===== src/mcce_pkg.sv =====
`default_nettype none

package mcce_pkg;

  // Defaults for the top-level parameters.
  localparam int unsigned STACK_DEPTH_DEF = 64;
  localparam int unsigned DIM_BITS_DEF    = 8;

  // Dimension table size, one entry per letter.
  localparam logic [4:0] NUM_LETTERS = 5'd26;

  // Input kinds.
  localparam logic [1:0] KIND_LOAD = 2'd0;
  localparam logic [1:0] KIND_EXPR = 2'd1;
  localparam logic [1:0] KIND_END  = 2'd2;

  // Expression symbols.
  localparam logic [7:0] SYM_OPEN  = 8'h28;
  localparam logic [7:0] SYM_CLOSE = 8'h29;
  localparam logic [7:0] SYM_A     = 8'h41;
  localparam logic [7:0] SYM_Z     = 8'h5A;

  // Result status codes.
  localparam logic [1:0] ST_OK        = 2'd0;
  localparam logic [1:0] ST_MISMATCH  = 2'd1;
  localparam logic [1:0] ST_MALFORMED = 2'd2;

  typedef struct packed {
    logic [1:0] kind;
    logic [4:0] letter;
    logic [7:0] rows;
    logic [7:0] cols;
    logic [7:0] symbol;
  } in_item_t;

  typedef struct packed {
    logic [31:0] total_mults;
    logic [1:0]  status;
  } out_item_t;

  // Commands from the controller to the datapath.
  typedef struct packed {
    logic       tbl_we;
    logic       push;
    logic       pop_rd;
    logic       mul_lo;
    logic       mul_hi;
    logic       reduce;
    logic       err_we;
    logic [1:0] err_code;
    logic       emit;
  } cmd_t;

  // Status from the datapath to the controller.
  typedef struct packed {
    logic below_two;
    logic full;
    logic err_set;
    logic mismatch;
  } sts_t;

endpackage

`default_nettype wire


===== src/mcce_ctrl.sv =====
`default_nettype none

module mcce_ctrl (
  input  logic              clk_i,
  input  logic              rst_ni,
  input  logic              in_valid_i,
  output logic              in_ready_o,
  input  mcce_pkg::in_item_t in_data_i,
  output logic              out_valid_o,
  input  logic              out_ready_i,
  output mcce_pkg::cmd_t    cmd_o,
  input  mcce_pkg::sts_t    sts_i
);
  import mcce_pkg::*;

  localparam logic [2:0] S_IDLE = 3'd0;
  localparam logic [2:0] S_CMP  = 3'd1;
  localparam logic [2:0] S_MUL  = 3'd2;
  localparam logic [2:0] S_ACC  = 3'd3;
  localparam logic [2:0] S_EMIT = 3'd4;

  logic [2:0] state_q, state_d;
  logic       out_valid_q, out_valid_d;
  logic       is_letter;

  assign is_letter   = (in_data_i.symbol >= SYM_A) && (in_data_i.symbol <= SYM_Z);
  assign in_ready_o  = (state_q == S_IDLE);
  assign out_valid_o = out_valid_q;

  always_comb begin
    cmd_o       = '0;
    state_d     = state_q;
    out_valid_d = out_valid_q && !out_ready_i;
    case (state_q)
      S_IDLE: begin
        if (in_valid_i) begin
          case (in_data_i.kind)
            KIND_LOAD: begin
              cmd_o.tbl_we = (in_data_i.letter < NUM_LETTERS);
            end
            KIND_EXPR: begin
              if (!sts_i.err_set) begin
                if (in_data_i.symbol == SYM_CLOSE) begin
                  if (sts_i.below_two) begin
                    cmd_o.err_we   = 1'b1;
                    cmd_o.err_code = ST_MALFORMED;
                  end else begin
                    cmd_o.pop_rd = 1'b1;
                    state_d      = S_CMP;
                  end
                end else if (is_letter) begin
                  if (sts_i.full) begin
                    cmd_o.err_we   = 1'b1;
                    cmd_o.err_code = ST_MALFORMED;
                  end else begin
                    cmd_o.push = 1'b1;
                  end
                end
              end
            end
            KIND_END: begin
              state_d = S_EMIT;
            end
            default: ;
          endcase
        end
      end
      S_CMP: begin
        if (sts_i.mismatch) begin
          cmd_o.err_we   = 1'b1;
          cmd_o.err_code = ST_MISMATCH;
          state_d        = S_IDLE;
        end else begin
          cmd_o.mul_lo = 1'b1;
          state_d      = S_MUL;
        end
      end
      S_MUL: begin
        cmd_o.mul_hi = 1'b1;
        state_d      = S_ACC;
      end
      S_ACC: begin
        cmd_o.reduce = 1'b1;
        state_d      = S_IDLE;
      end
      S_EMIT: begin
        if (!out_valid_q || out_ready_i) begin
          cmd_o.emit  = 1'b1;
          out_valid_d = 1'b1;
          state_d     = S_IDLE;
        end
      end
      default: begin
        state_d = S_IDLE;
      end
    endcase
  end

  always_ff @(posedge clk_i or negedge rst_ni) begin
    if (!rst_ni) begin
      state_q     <= S_IDLE;
      out_valid_q <= 1'b0;
    end else begin
      state_q     <= state_d;
      out_valid_q <= out_valid_d;
    end
  end

endmodule

`default_nettype wire


===== src/mcce_dp.sv =====
`default_nettype none

module mcce_dp #(
  parameter int unsigned STACK_DEPTH = mcce_pkg::STACK_DEPTH_DEF,
  parameter int unsigned DIM_BITS    = mcce_pkg::DIM_BITS_DEF
) (
  input  logic               clk_i,
  input  logic               rst_ni,
  input  mcce_pkg::in_item_t  in_data_i,
  input  mcce_pkg::cmd_t      cmd_i,
  output mcce_pkg::sts_t      sts_o,
  output mcce_pkg::out_item_t out_data_o
);
  import mcce_pkg::*;

  localparam int unsigned DW = 2 * DIM_BITS;
  localparam int unsigned PW = 3 * DIM_BITS;
  localparam int unsigned AW = $clog2(STACK_DEPTH);
  localparam int unsigned LW = $clog2(STACK_DEPTH + 1);
  localparam int unsigned SW = ((PW > 32) ? PW : 32) + 1;

  // Each entry holds rows in the upper half and cols in the lower half.
  logic [DW-1:0] tbl_q [26];
  logic [DW-1:0] stk_mem [STACK_DEPTH];
  logic [DW-1:0] tos_q;
  logic [DW-1:0] left_q;
  logic [LW-1:0] level_q;
  logic [31:0]   total_q;
  logic [1:0]    err_q;
  logic [DW-1:0] p1_q;
  logic [PW-1:0] p2_q;
  out_item_t     out_q;

  logic [LW-1:0] level_m1, level_m2;
  logic [7:0]    sym_off;
  logic [4:0]    push_idx;
  logic [SW-1:0] sum;
  logic [31:0]   sum_sat;

  assign level_m1 = level_q - LW'(1);
  assign level_m2 = level_q - LW'(2);
  assign sym_off  = in_data_i.symbol - SYM_A;
  assign push_idx = sym_off[4:0];
  assign sum      = SW'(total_q) + SW'(p2_q);
  assign sum_sat  = (sum[SW-1:32] != '0) ? 32'hFFFF_FFFF : sum[31:0];

  assign sts_o.below_two = (level_q < LW'(2));
  assign sts_o.full      = (level_q == LW'(STACK_DEPTH));
  assign sts_o.err_set   = (err_q != ST_OK);
  assign sts_o.mismatch  = (left_q[DIM_BITS-1:0] != tos_q[DW-1:DIM_BITS]);
  assign out_data_o      = out_q;

  // Dimension table, cleared at reset.
  always_ff @(posedge clk_i or negedge rst_ni) begin
    if (!rst_ni) begin
      for (int i = 0; i < 26; i++) begin
        tbl_q[i] <= '0;
      end
    end else if (cmd_i.tbl_we) begin
      tbl_q[in_data_i.letter] <= {DIM_BITS'(in_data_i.rows), DIM_BITS'(in_data_i.cols)};
    end
  end

  // Entries below the top of stack live in memory.
  always_ff @(posedge clk_i) begin
    if (cmd_i.push && (level_q != '0)) begin
      stk_mem[level_m1[AW-1:0]] <= tos_q;
    end
    if (cmd_i.pop_rd) begin
      left_q <= stk_mem[level_m2[AW-1:0]];
    end
  end

  // Cost pipeline and output payload.
  always_ff @(posedge clk_i) begin
    if (cmd_i.mul_lo) begin
      p1_q <= DW'(left_q[DW-1:DIM_BITS]) * DW'(left_q[DIM_BITS-1:0]);
    end
    if (cmd_i.mul_hi) begin
      p2_q <= PW'(p1_q) * PW'(tos_q[DIM_BITS-1:0]);
    end
    if (cmd_i.push) begin
      tos_q <= tbl_q[push_idx];
    end else if (cmd_i.reduce) begin
      tos_q <= {left_q[DW-1:DIM_BITS], tos_q[DIM_BITS-1:0]};
    end
    if (cmd_i.emit) begin
      out_q.total_mults <= total_q;
      out_q.status      <= err_q;
    end
  end

  always_ff @(posedge clk_i or negedge rst_ni) begin
    if (!rst_ni) begin
      level_q <= '0;
      total_q <= '0;
      err_q   <= ST_OK;
    end else if (cmd_i.emit) begin
      level_q <= '0;
      total_q <= '0;
      err_q   <= ST_OK;
    end else begin
      if (cmd_i.push) begin
        level_q <= level_q + LW'(1);
      end else if (cmd_i.reduce) begin
        level_q <= level_m1;
        total_q <= sum_sat;
      end
      if (cmd_i.err_we) begin
        err_q <= cmd_i.err_code;
      end
    end
  end

endmodule

`default_nettype wire


===== src/matrix_chain_cost_evaluator.sv =====
// A load, a letter, an ignored byte or a close paren with fewer than two operands is handled
// in the idle state; a reducing close paren goes on through stack read, compare and first
// product, second product and accumulate, or stops after the compare when the inner
// dimensions disagree. An end beat moves to the emit state, which holds off input and waits
// for an earlier result beat, then loads the result and raises valid. Idle: one beat per cycle.
// Reset (asynchronous, active low) clears the dimension table, stack level, total and status.
`default_nettype none

module matrix_chain_cost_evaluator #(
  parameter int unsigned STACK_DEPTH = mcce_pkg::STACK_DEPTH_DEF,
  parameter int unsigned DIM_BITS    = mcce_pkg::DIM_BITS_DEF
) (
  input  logic               clk_i,
  input  logic               rst_ni,
  input  logic               in_valid_i,
  output logic               in_ready_o,
  input  mcce_pkg::in_item_t  in_data_i,
  output logic               out_valid_o,
  input  logic               out_ready_i,
  output mcce_pkg::out_item_t out_data_o
);
  import mcce_pkg::*;

  // The controller decodes each accepted beat and sequences the multi-cycle
  // reduction of a close paren; the datapath holds the table, the stack with
  // its top entry in a register, the two-step cost multiply and the total.
  cmd_t cmd;
  sts_t sts;

  mcce_ctrl u_ctrl (
    .clk_i      (clk_i),
    .rst_ni     (rst_ni),
    .in_valid_i (in_valid_i),
    .in_ready_o (in_ready_o),
    .in_data_i  (in_data_i),
    .out_valid_o(out_valid_o),
    .out_ready_i(out_ready_i),
    .cmd_o      (cmd),
    .sts_i      (sts)
  );

  // The result register lives in the datapath, so a finished result can wait
  // for the consumer while new beats keep flowing in.
  mcce_dp #(
    .STACK_DEPTH(STACK_DEPTH),
    .DIM_BITS   (DIM_BITS)
  ) u_dp (
    .clk_i     (clk_i),
    .rst_ni    (rst_ni),
    .in_data_i (in_data_i),
    .cmd_i     (cmd),
    .sts_o     (sts),
    .out_data_o(out_data_o)
  );

endmodule

`default_nettype wire


===== config.mk =====
export PLATFORM = sky130hd
export DESIGN_NAME = matrix_chain_cost_evaluator
export DESIGN_NICKNAME = d
export VERILOG_FILES = /design/src/mcce_pkg.sv /design/src/mcce_ctrl.sv /design/src/mcce_dp.sv /design/src/matrix_chain_cost_evaluator.sv
export SDC_FILE = /design/constraint.sdc
export NUM_CORES = 2
export LEC_CHECK = 0
export ABC_CLOCK_PERIOD_IN_PS = 5100
export BUFFER_PORTS_ARGS = -buffer_cell sky130_fd_sc_hd__clkbuf_2
export CORE_MARGIN = 2
export CORE_UTILIZATION = 57
export DETAILED_ROUTE_END_ITERATION = 12
export GPL_TIMING_DRIVEN = 0
export PLACE_DENSITY = 0.79
export SLEW_MARGIN = 20
export SYNTH_ARGS = -nofsm -noshare
export SYNTH_HDL_FRONTEND = slang
export SYNTH_HIERARCHICAL = 1
export SYNTH_SLANG_ARGS = --single-unit

===== constraint.sdc =====
create_clock -name clk_i -period 5.1 [get_ports clk_i]
set_input_delay 0.51 -clock clk_i [delete_from_list [all_inputs] [get_ports clk_i]]
set_output_delay 0.51 -clock clk_i [all_outputs]
set_load 0.05 [all_outputs]

Yosys cells after proc, flatten, opt, wreduce, memory -nomap -nowiden. Memory sizes are Yosys's and may differ from the RTL's. A register that Yosys moved wholly into a read port is not among the register bits. Index checks and enable logic that the tools add are counted.

Shifts and indexed selects: 0. Reduce and logical (&&, ||, !) cells: 17. Muxes and demuxes: 54. Multipliers: 2. Divide/modulo/power cells: 0. Equal/unequal tests: 16. Bitwise operators: 2. Magnitude comparators: 7. Add/subtract/negate cells: 5.

Operators by type and width (count): 416-bit bitwise mux (1); 32-bit two-way mux (4); 16-bit binary-select mux with 5-bit select (1); 16-bit demux with 5-bit select (1); 16-bit two-way mux (5); 3-bit two-way mux (15); 32-bit by 24-bit adder with 33-bit output (1); 16-bit by 8-bit multiplier with 24-bit output (1); 7-bit two-way mux (3); 8-bit by 8-bit multiplier with 16-bit output (1); 1-bit two-way mux (16); 6-bit greater-or-equal comparator, second input constant (2); 5-bit inverter with 6-bit output (2); 3-bit one-hot mux with 2 select lines (2); 3-bit one-hot mux with 4 select lines (1); 2-bit two-way mux (5); 8-bit by 6-bit equality test with 1-bit output, second input constant (1); 8-bit by 7-bit greater-or-equal comparator with 1-bit output, second input constant (1); 8-bit by 7-bit <= comparator with 1-bit output, second input constant (1); 8-bit != test (1); 2-bit nonzero test (4); 7-bit by 1-bit adder with 7-bit output, second input constant (1); 7-bit equality test, second input constant (1); 7-bit by 2-bit < comparator with 1-bit output, second input constant (1); 24 further kinds (31).

Latch bits: 0. RAM bits: 1024. Logic and storage cells: 141. Register bits: 551. Memories: 1. Input bits: 35. Bits in read-only memories: 0. Output and inout bits: 36.

Memories: u_dp.stk_mem (depth 64, width 16, read ports 1, clocked after Yosys merged registers in 1, wr ports 1, RTL line mcce_dp.sv:24) `logic [DW-1:0] stk_mem [STACK_DEPTH];`.

Longest topological paths before layout.
Word-level depth: 11. Depth in mapped cells: 19. Depth with buffers taken out: 18.

Cells and area by module. The synthesis kept the hierarchy.

Modules (own cells, without submodules): mcce_dp (seq. area each 45368.5 um2, times used 1, area each 70680.3 um2, cells an instance 3939); mcce_ctrl (seq. area each 100.1 um2, times used 1, area each 394.1 um2, cells an instance 51).

Worst setup path before layout. No wires, ideal clock.

Path type: register -> register. Start: register u_dp.tos_q[3]. End: register u_dp.p2_q[23] (data pin). Data arrival time: 5.464 ns. Stages on the path, launching flop included: 18. Data required time: 4.893 ns. Period minus slack after synthesis: 5.671 ns. Slack: -0.571 ns. Library setup time: 0.207 ns. Buffers on the path: 1. Cell sequence: edfxtp_1 > clkbuf_1 > and2_1 > fa_1 > fa_1 > fa_1 > inv_1 > fa_1 > inv_1 > ha_1 > a21oi_1 > nor2b_1 > o21ai_0 > nand2b_1 > a221o_1 > a311o_1 > mux2i_1 > a2111oi_0.

Word-level cells in the longest chain between the ends: 1.

RTL lines: start, declared (RTL line mcce_dp.sv:25) `logic [DW-1:0] tos_q;`; start signal, assigned (RTL line mcce_dp.sv:83) `tos_q <= tbl_q[push_idx];`; start signal, assigned (RTL line mcce_dp.sv:85) `tos_q <= {left_q[DW-1:DIM_BITS], tos_q[DIM_BITS-1:0]};`; 16-bit by 8-bit multiplier with 24-bit output (RTL line mcce_dp.sv:80) `p2_q <= PW'(p1_q) * PW'(tos_q[DIM_BITS-1:0]);`; end signal, assigned (RTL line mcce_dp.sv:80); end, declared (RTL line mcce_dp.sv:31) `logic [PW-1:0] p2_q;`.

Every way passes these cells. A chain may end at the register's enable or synchronous reset.

==> flow_summary.ini <==
[run_status]
status = complete, but fails checks
violations = negative setup slack

[pwr]
finalPower_mw = 27.5
power_density_nw_per_um2 = 338
peakVddDrop_mv = 0.305
p_leak_nw = 30.5

[worst_setup_path]
critical_path.startpoint_type = flop
crit_required_ns = 5.49
cp_slowest_cell = nor2_2
worst-path-max-fanout = 16
crit_top_cell = buf_2
slowest_delay_ns = 0.98
critical_path.top_delay_family = simple AND/OR/NAND/NOR gates
crit_chain = buf_2, buf_2, buf_2, inv_1, ha_1, and3_1, nor4b_4, buf_6, o21ai_0, nor2_1, nand2_1, nor2_2
worst-path-buf-inv = 5
critical_path_class = reg -> reg
arrival_ns = 5.76
critPathCaptureType = flop

[yosys]
yosys.area.top_type = edfxtp_1
synth_cells = 3990
synth.area.top_cells = edfxtp_1 (48%), dfrtp_1 (16%), mux4_2 (14%)
ys_warn_count = 6
postSynthNetCount = 4257
synth_area_um2 = 71100
synth_top_area_share = 0.477
synth_cell_types = 74
yosys_most_used_dff = edfxtp_1
synth_edf_count = 1130
syn_area_per_cell_um2 = 17.8
yosysSeqAreaShare = 0.640
synth-async-reset-ratio = 0.290
ys_ff_latch = 1591

[route]
vias = 40034
drc = 0
dr.pass1.iters = 6
top_layer = met5
met3_length_mm = 17.9
viasPerCell = 6.51
drtIter0Drc = 4831
detail_route.wl_per_cell_um = 29.8
ant_nets = 0
wl_met2_mm = 89.7
wl_met1_mm = 67.0
wl_mm = 183

[final_layout]
drive_above_1_share = 0.336
ff_latch_area_um2 = 45500
num-fill-cells = 7927
nets = 4653
final_area_um2 = 81400
syn2layout_area_growth_pct = 14.5
multiInputGateArea_um2 = 24600

[global_route]
grt_pass1_wl_mm = 272
grt_pass1_vias = 41438
gr-total-overflow = 0
antenna_found_initial = 10
grtUsageTotal = 0.294
grt_max_degree = 87

[timing]
min_period_ns = 5.37
hold_viol_final = 0
rsz0062_at_grt = true
fin_ws_ns = -0.268
finalMaxSlewViolations = 0
relSlewSlack = 0.198
setup_viol = 136
max_freq_mhz = 186
worst_clock_skew_ns = 0.0400
min_period_over_period = 1.05
worst_pin_slew_ns = 1.19

[floorplan]
row_count = 129
die_area_um2 = 128000
coreArea_um2 = 124000
io_pins = 71
die_w_um = 357
fp.dieH_um = 357
initial_utilization = 0.575

[clock_network]
cts_tree = yes
clk_pin_slew_ns = 0.06
clock_latency_ns = 0.79
cts_buffers = 158
cts-root-buf = clkbuf_16
htreeDepth = 4
clock_sinks = 1591
clockBufferDepth = 3

[min_path]
min_path_type = in -> reg

[placed_design]
placed_cell_area_um2 = 75400
portBuffers = 70
dp_hpwl_mm = 120
routabilityCongestion = 0.903

[run]
drv_cap = 0
flip-flops by register name, summed over array words and instances, names as in the netlist, 2 cells and up:
signal / flops
u_dp/err_q: 2
u_dp/tos_q: 16
u_dp/level_q: 7
u_dp/total_q: 32
u_dp/tbl_q: 416
u_ctrl/state_q: 3
u_dp/p1_q: 16
u_dp/stk_mem: 1024
u_dp/out_data_o: 34
u_dp/p2_q: 24
u_dp/left_q: 16
where the power goes:
part / leakage (nW) / total, mW / internal, mW / switching, mW
Combinational: 11.6 / 1.99 / 0.899 / 1.10
Clock: 2.47 / 11.4 / 6.45 / 4.99
Sequential: 16.4 / 14.1 / 14.0 / 0.123
Total: 30.5 / 27.5 / 21.3 / 6.20
cell type report:
type,instances,share of cell area
diodes,2,0.0000615
plain buffers,213,0.0122
clock buffers,209,0.0536
clock inverters,79,0.00850
inverters,162,0.00747
multi-input cells,2023,0.302
flip-flops and latches,1591,0.559
well taps,1637,0.0252
repair buffers,237,0.0318
per-stage QoR:
step                hold WS (ns)  utilization  setup WS (ns)  std cells  TNS (ns)
global route              0.0285        0.658         -0.228       6151    -11.06
global placement           0.477        0.595          -6.77       5697  -4887.48
detailed placement         0.481        0.610          -1.32       5818   -129.87
CTS                      0.00204        0.656         -0.341       6140    -0.689
floorplan                  0.214            -         -0.363       3990     -1.21
finish                    0.0448        0.658         -0.268       6153    -14.12
worst paths after layout:
check,from,slack (ns),endpoint,depth (start not counted)
setup / recovery,u_dp/level_q[1]$_DFFE_PN0P_,-0.27,u_dp/stk_mem[2][2]$_DFFE_PP_,12
hold / removal,in_valid_i,0.04,u_ctrl/state_q[0]$_DFFE_PN0P_,3
setup reg to reg,u_dp/level_q[1]$_DFFE_PN0P_,-0.27,u_dp/stk_mem[2][2]$_DFFE_PP_,12
hold reg to reg,u_dp/err_q[1]$_DFFE_PN0P_,0.49,u_dp/out_data_o[1]$_DFFE_PP_,0
max in group asynchronous,rst_ni,3.76,u_dp/total_q[18]$_DFFE_PN0P_,4
min in group asynchronous,rst_ni,0.26,u_dp/tbl_q[218]$_DFFE_PN0P_,2
layer usage:
metal	vias to the layer above	track usage
li1	16230	-
met2	2331	0.473
met1	20946	0.383
met3	519	0.0724
met5	-	0
met4	8	0.132
worst min-delay path, cell delays in order:
cell      delay, ns
clkbuf_2       0.09
a31oi_1        0.13
nor3_1         0.05
synthesized netlist by cell type (all sizes together), types with 7 or more instances:
library cell / instances
a21o: 17
dfrtp: 461
inv: 162
nor3b: 11
xor2: 32
nand2: 142
a21oi: 55
a31oi: 7
nor3: 31
mux4: 448
buf: 65
nor2b: 15
and2: 147
clkbuf: 149
nand2b: 11
and3: 14
a311oi: 28
nor2: 166
nand3: 24
mux2: 427
mux2i: 24
nor4: 11
o21ai: 34
o211ai: 9
nand4: 7
ha: 111
fa: 121
edfxtp: 1130
o22a: 8
xnor2: 44
cells by family after synthesis:
family | after synthesis | synth area share
DFF | 1591 | 0.640
muxes | 899 | 0.213
and+or+nand+nor | 604 | 0.0425
buffers and inverters | 376 | 0.0213
adders and majority gates | 232 | 0.0536
AOI/OAI and AO/OA | 212 | 0.0205
xor gates and xnor gates | 76 | 0.00937
layout by cell type, fill, tap and decap left out, types with 20 or more instances in the layout:
master	count
a21oi_1	52
a311oi_1	27
and2_1	141
buf_2	45
buf_4	45
buf_6	50
buf_8	60
clkbuf_1	176
clkbuf_16	166
clkbuf_2	72
clkinv_1	26
clkinv_2	26
dfrtp_1	461
edfxtp_1	1130
fa_1	121
ha_1	104
inv_1	157
mux2_2	427
mux2i_1	23
mux4_2	447
nand2_1	138
nand3_1	20
nor2_1	102
nor2_2	46
nor3_1	31
o21ai_0	23
xnor2_1	43
xor2_1	31
what timing repair did:
item	CTS	global route
buffers inserted	29	10
endpoints found under the hold margin	44	0
hold buffers	3	0
pin swaps	21	22
gates cloned	4	1
setup endpoints to repair	724	167
gates resized for setup	55	48
(Power assumes the default switching activity.)
